`src/hw/rtl/hpq_pkg.sv`:
```
// ----------------------------------------------------------------------------
// hpq_pkg
// shared types and constants for the max-heap priority queue
// ----------------------------------------------------------------------------
package hpq_pkg;

	localparam int KEY_W    = 32;
	localparam int STATUS_W = 2;
	localparam int COUNT_W  = 8;
	localparam int IN_W     = 40;
	localparam int OUT_W    = 48;

	typedef logic signed [KEY_W-1:0] key_t;

	localparam logic FUNC_INSERT  = 1'b0;
	localparam logic FUNC_EXTRACT = 1'b1;

	localparam logic [STATUS_W-1:0] ST_OK    = 2'd0;
	localparam logic [STATUS_W-1:0] ST_EMPTY = 2'd1;
	localparam logic [STATUS_W-1:0] ST_FULL  = 2'd2;

	typedef enum logic [9:0] {
		S_IDLE    = 10'b0000000001,
		S_UP_RD   = 10'b0000000010,
		S_UP_CMP  = 10'b0000000100,
		S_UP_FIN  = 10'b0000001000,
		S_EX_ROOT = 10'b0000010000,
		S_EX_LAST = 10'b0000100000,
		S_DN_RDL  = 10'b0001000000,
		S_DN_RDR  = 10'b0010000000,
		S_DN_CMP  = 10'b0100000000,
		S_DONE    = 10'b1000000000
	} state_t;

endpackage

```
`src/hw/rtl/hpq_mem.sv`:
```
// ----------------------------------------------------------------------------
// hpq_mem
// heap store: one write port, one read port with registered read data
// ----------------------------------------------------------------------------
module hpq_mem #(
	parameter int DEPTH = 128,
	parameter int AW    = 7
) (
	input  logic                 clk,
	input  logic                 we,
	input  logic [AW-1:0]        waddr,
	input  hpq_pkg::key_t        wdata,
	input  logic [AW-1:0]        raddr,
	output hpq_pkg::key_t        rdata
);
	import hpq_pkg::*;

	key_t mem_q [DEPTH];

	always_ff @(posedge clk) begin
		if (we) begin
			mem_q[waddr] <= wdata;
		end
		rdata <= mem_q[raddr];
	end

endmodule

```
`config.mk`:
```
export PLATFORM = sky130hd
export DESIGN_NAME = hpq_mem
export DESIGN_NICKNAME = d
export VERILOG_FILES = /design/src/hw/rtl/hpq_pkg.sv /design/src/hw/rtl/hpq_mem.sv
export SDC_FILE = /design/constraint.sdc
export NUM_CORES = 2
export LEC_CHECK = 0
export BUFFER_PORTS_ARGS = -buffer_cell sky130_fd_sc_hd__buf_2
export CORE_MARGIN = 10
export CORE_UTILIZATION = 55
export CTS_CLUSTER_DIAMETER = 60
export CTS_CLUSTER_SIZE = 25
export DETAILED_ROUTE_END_ITERATION = 12
export PLACE_DENSITY = 0.71
export SLEW_MARGIN = 20
export SYNTH_ARGS = -nofsm -noshare
export SYNTH_HDL_FRONTEND = slang
export SYNTH_SLANG_ARGS = --single-unit
```
`constraint.sdc`:
```
create_clock -name clk -period 10.4 [get_ports clk]
set_input_delay 2.08 -clock clk [delete_from_list [all_inputs] [get_ports clk]]
set_output_delay 2.08 -clock clk [all_outputs]
set_load 0.01 [all_outputs]
```
# ---- Word level (Yosys, flattened, before mapping)
# Memory sizes are Yosys's and may differ from the RTL's. A register that Yosys moved wholly into a read port is not among the register bits.
# Index checks and enable logic that the tools add are counted.
# Widths: inputs -> output; s select.
dict set report classes {
  mux 2
}
# cell count
set ops {}
lappend ops {{$mux 1} 2}
dict set report word_totals {
  inputBits 48
  ram_bits 4096
  reg_bits 0
  out_inout_bits 32
  memories 1
}
# memory depth word_bits read_ports rd_ports_with_merged_regs wr line_no
set memory_table {}
lappend memory_table {mem_q 128 32 1 1 1 hpq_mem.sv:18} ;# key_t mem_q [DEPTH];

# ---- Longest topological paths before layout
dict set report depth {
  word_depth 2
  ltp_mapped 8
  depth_no_buf 4
}

# ---- Worst setup path after synthesis
# No wires, ideal clock.
dict set report synth_timing {
  path_kind {input port to flip-flop}
  start {input we}
  end {memory mem_q[98][0] (netlist name) (enable)}
  path_buffers 1
  arrival_ns 4.858
  cell_stages 3
  setup_slack_ns 5.081
  cell_sequence {clkbuf_1 nand4_1 nor3_1}
}
dict set report synth_via {
  elab_chain_len 2
}
# element line_no
set synth_lines {}
lappend synth_lines {{start: declaration} hpq_mem.sv:10} ;# input logic we,
lappend synth_lines {{$mux 1} hpq_mem.sv:21} ;# if (we) begin
lappend synth_lines {{$mux 1 (implied by the code)} hpq_mem.sv:22} ;# mem_q[waddr] <= wdata;
lappend synth_lines {{end: declaration} hpq_mem.sv:18}
# No other way between the ends.

==> impl_metrics.toml <==
[run_status]
status = "complete, no violations"

[synth]
yosysSeqAreaShare = 0.791
synth_cell_type_count = 17
synth.most_common_cell = "edfxtp_1"
synth-async-reset-ratio = 0
synth-seq-cells = 4128
synthFlopType = "edfxtp_1"
synth.top_cell.area_share = 0.787
synth_area_leader_cell = "edfxtp_1"
syn_avg_cell_area_um2 = 26.1
syn_nets = 6038
synth_area_um2 = 156000
syn_inst = 5990
synth_common_cells = "4096 x edfxtp_1, 1344 x mux4_2, 182 x clkbuf_1"
synth_edf_count = 4096
yosys_warnings = 0
synth.area.top_cells = "edfxtp_1 79%, mux4_2 19%, clkbuf_1 0.44%, dfxtp_1 0.41%, nor2_1 0.29%"

[critical_path]
cp_data_required_time_ns = 11.22
cp-start-kind = "input pin"
cp_slowest_cell = "buf_4"
cp.arrival_ns = 5.99
critPathCaptureType = "flip-flop"
cp_max_fo = 81
crit_path_cell_trace = "buf_8 -> buf_12 -> buf_4 -> mux4_2 -> mux4_2 -> mux4_2 -> mux2_2"
cpMostUsedCell = "mux4_2"
r2r_slack_ns = 7.71
slowest_delay_ns = 0.71
path_class = "input pin to flip-flop"

[finish]
fin_nets = 6227
areaGrowthSynthToFinish_pct = 8.47
drive_above_1_share = 0.332

[global_routing]
grt_antenna_before_repair = 53
grt_pass1_vias = 69600
grt_use_total = 0.259
grt_pass1_wl_um = 558000
grt_max_degree = 141
grt_overflow = 0

[detailed_routing]
detail_route.vias_per_cell = 6.94
wl_um = 399000
drc_errors = 0
route.vias.total = 70000
drtAntennaViolNets = 0
drtPass1Iterations = 5
wl_per_cell_um = 39.5
drt-initial-drc-count = 10900

[floorplan]
die_h_um = 553
fp.dieW_um = 553
fp.dieArea_um2 = 306000
core_area_um2 = 283000
io_pins = 80
num_rows = 195
initial_core_util = 0.553

[clock_network]
postCtsHoldBufs = 0
cts_buffer_depth = 4
cts_sinks = 4128
post-cts-setup-buffer-count = 0
clk_latency_ns = 0.92
cts-buffers-inserted = 211
cts_tree = "done"
ctsResizeCount = 0
cts.clk_slew.worst_paths_ns = 0.09
cts_max_level = 4
cts_root_buf = "clkbuf_16"

[power]
leakage_nw = 50.6
peakVddDrop_v = 0.000210
powerDensity_nw_per_um2 = 174

[sta]
clock_skew_ns = 0.0686
period_share = 0.497
setup_tns_ns = 0
slew_viol_final = 0
setup-violations-final = 0
timing.fmax_mhz = 193
maxSlewHeadroom = 0.197
min_period_ns = 5.17
hold_viol_final = 0
worst_pin_slew_ns = 1.20
fin_ws_ns = 5.23
rsz0062_at_grt = "false"

[flow_run]
max_cap_violations = 0

[placement]
pre_cts_slack_ns = 4.32
port_buffers = 79
gp_congestion = 0.823
hpwlAfterDp_um = 217000

[hold_path]
min_path_type = "flip-flop to flip-flop"
## placed cells by master, fill, tap and decap left out
cell,instances
inv_8,4
clkinv_1,13
clkbuf_8,1
dfxtp_1,32
buf_4,229
clkinv_16,3
nor3_2,9
clkbuf_1,35
clkinv_2,12
nand2_1,11
or3_1,1
mux4_2,1344
inv_12,2
bufinv_16,10
buf_12,18
buf_8,3
inv_6,14
nand4_1,3
nand3_1,8
clkinv_4,6
edfxtp_1,4096
nor2_4,119
mux2_2,32
diode_2,39
nor2_1,3
nand3_2,4
nand2b_1,2
clkinvlp_4,17
buf_2,40
clkbuf_16,214
nor2b_1,7
buf_6,2
nand2_2,3
clkinv_8,5
## final cells by class
class / count / area [um^2]
Sequential cell: 4128 / 124000
Multi-Input combinational cell: 1546 / 32300
Fill cell: 18800 / 113000
Clock inverter: 86 / 961
Timing Repair Buffer: 292 / 2350
Antenna cell: 39 / 97.6
Clock buffer: 250 / 5500
Tap cell: 3743 / 4680
## routing by layer
layer,vias up,global-route usage,routed length [um]
li1,26600,-,-
met2,4645,0.408,192000
met3,702,0.0566,47000
met1,38100,0.359,140000
met4,18,0.104,19300
met5,-,0,123
## metrics by stage
stage	utilization	total power, mW	instances	instance area [um^2]	hold slack, ns
global placement	0.577	20.5	9709	163000	1.12
CTS	0.600	29.6	10000	169000	1.13
detailed placement	0.577	20.6	9709	163000	1.13
global route	0.600	30.2	10100	169000	1.17
finish	0.600	29.5	10100	170000	1.12
floorplan	-	19.6	5990	156000	1.07
## power by group
part           total (mW)  leakage [nW]  switching, mW  internal (mW)
clock                9.28          3.09           5.17           4.11
sequential           18.4          37.1         0.0942           18.3
combinational        1.75          10.4           1.09          0.656
## logic make-up (layout without fill, tap and decap cells)
family	after synthesis	in the layout	synth area share
flops	4128	4128	0.791
mux	1376	1376	0.196
simple gates	170	170	0.00446
other cells	0	39	0
buf+inv	316	628	0.00839
## registers in the layout, summed over array words and instances (netlist names)
signal,count
rdata,32
mem_q,4096
## critical path: cells and delay by family
family	cells	cell delay [ns]
mux	4	1.97
buf+inv	3	1.75
## final timing paths
kind                                    start   endpoint  cells after the start
worst max-delay path                 raddr[2]  rdata[25]                      7
worst min-delay path            mem_q[66][26]  rdata[26]                      4
worst max register to register  mem_q[100][9]   rdata[9]                      4
worst min register to register  mem_q[66][26]  rdata[26]                      4
Note: power is estimated with default switching activity, not from simulation.
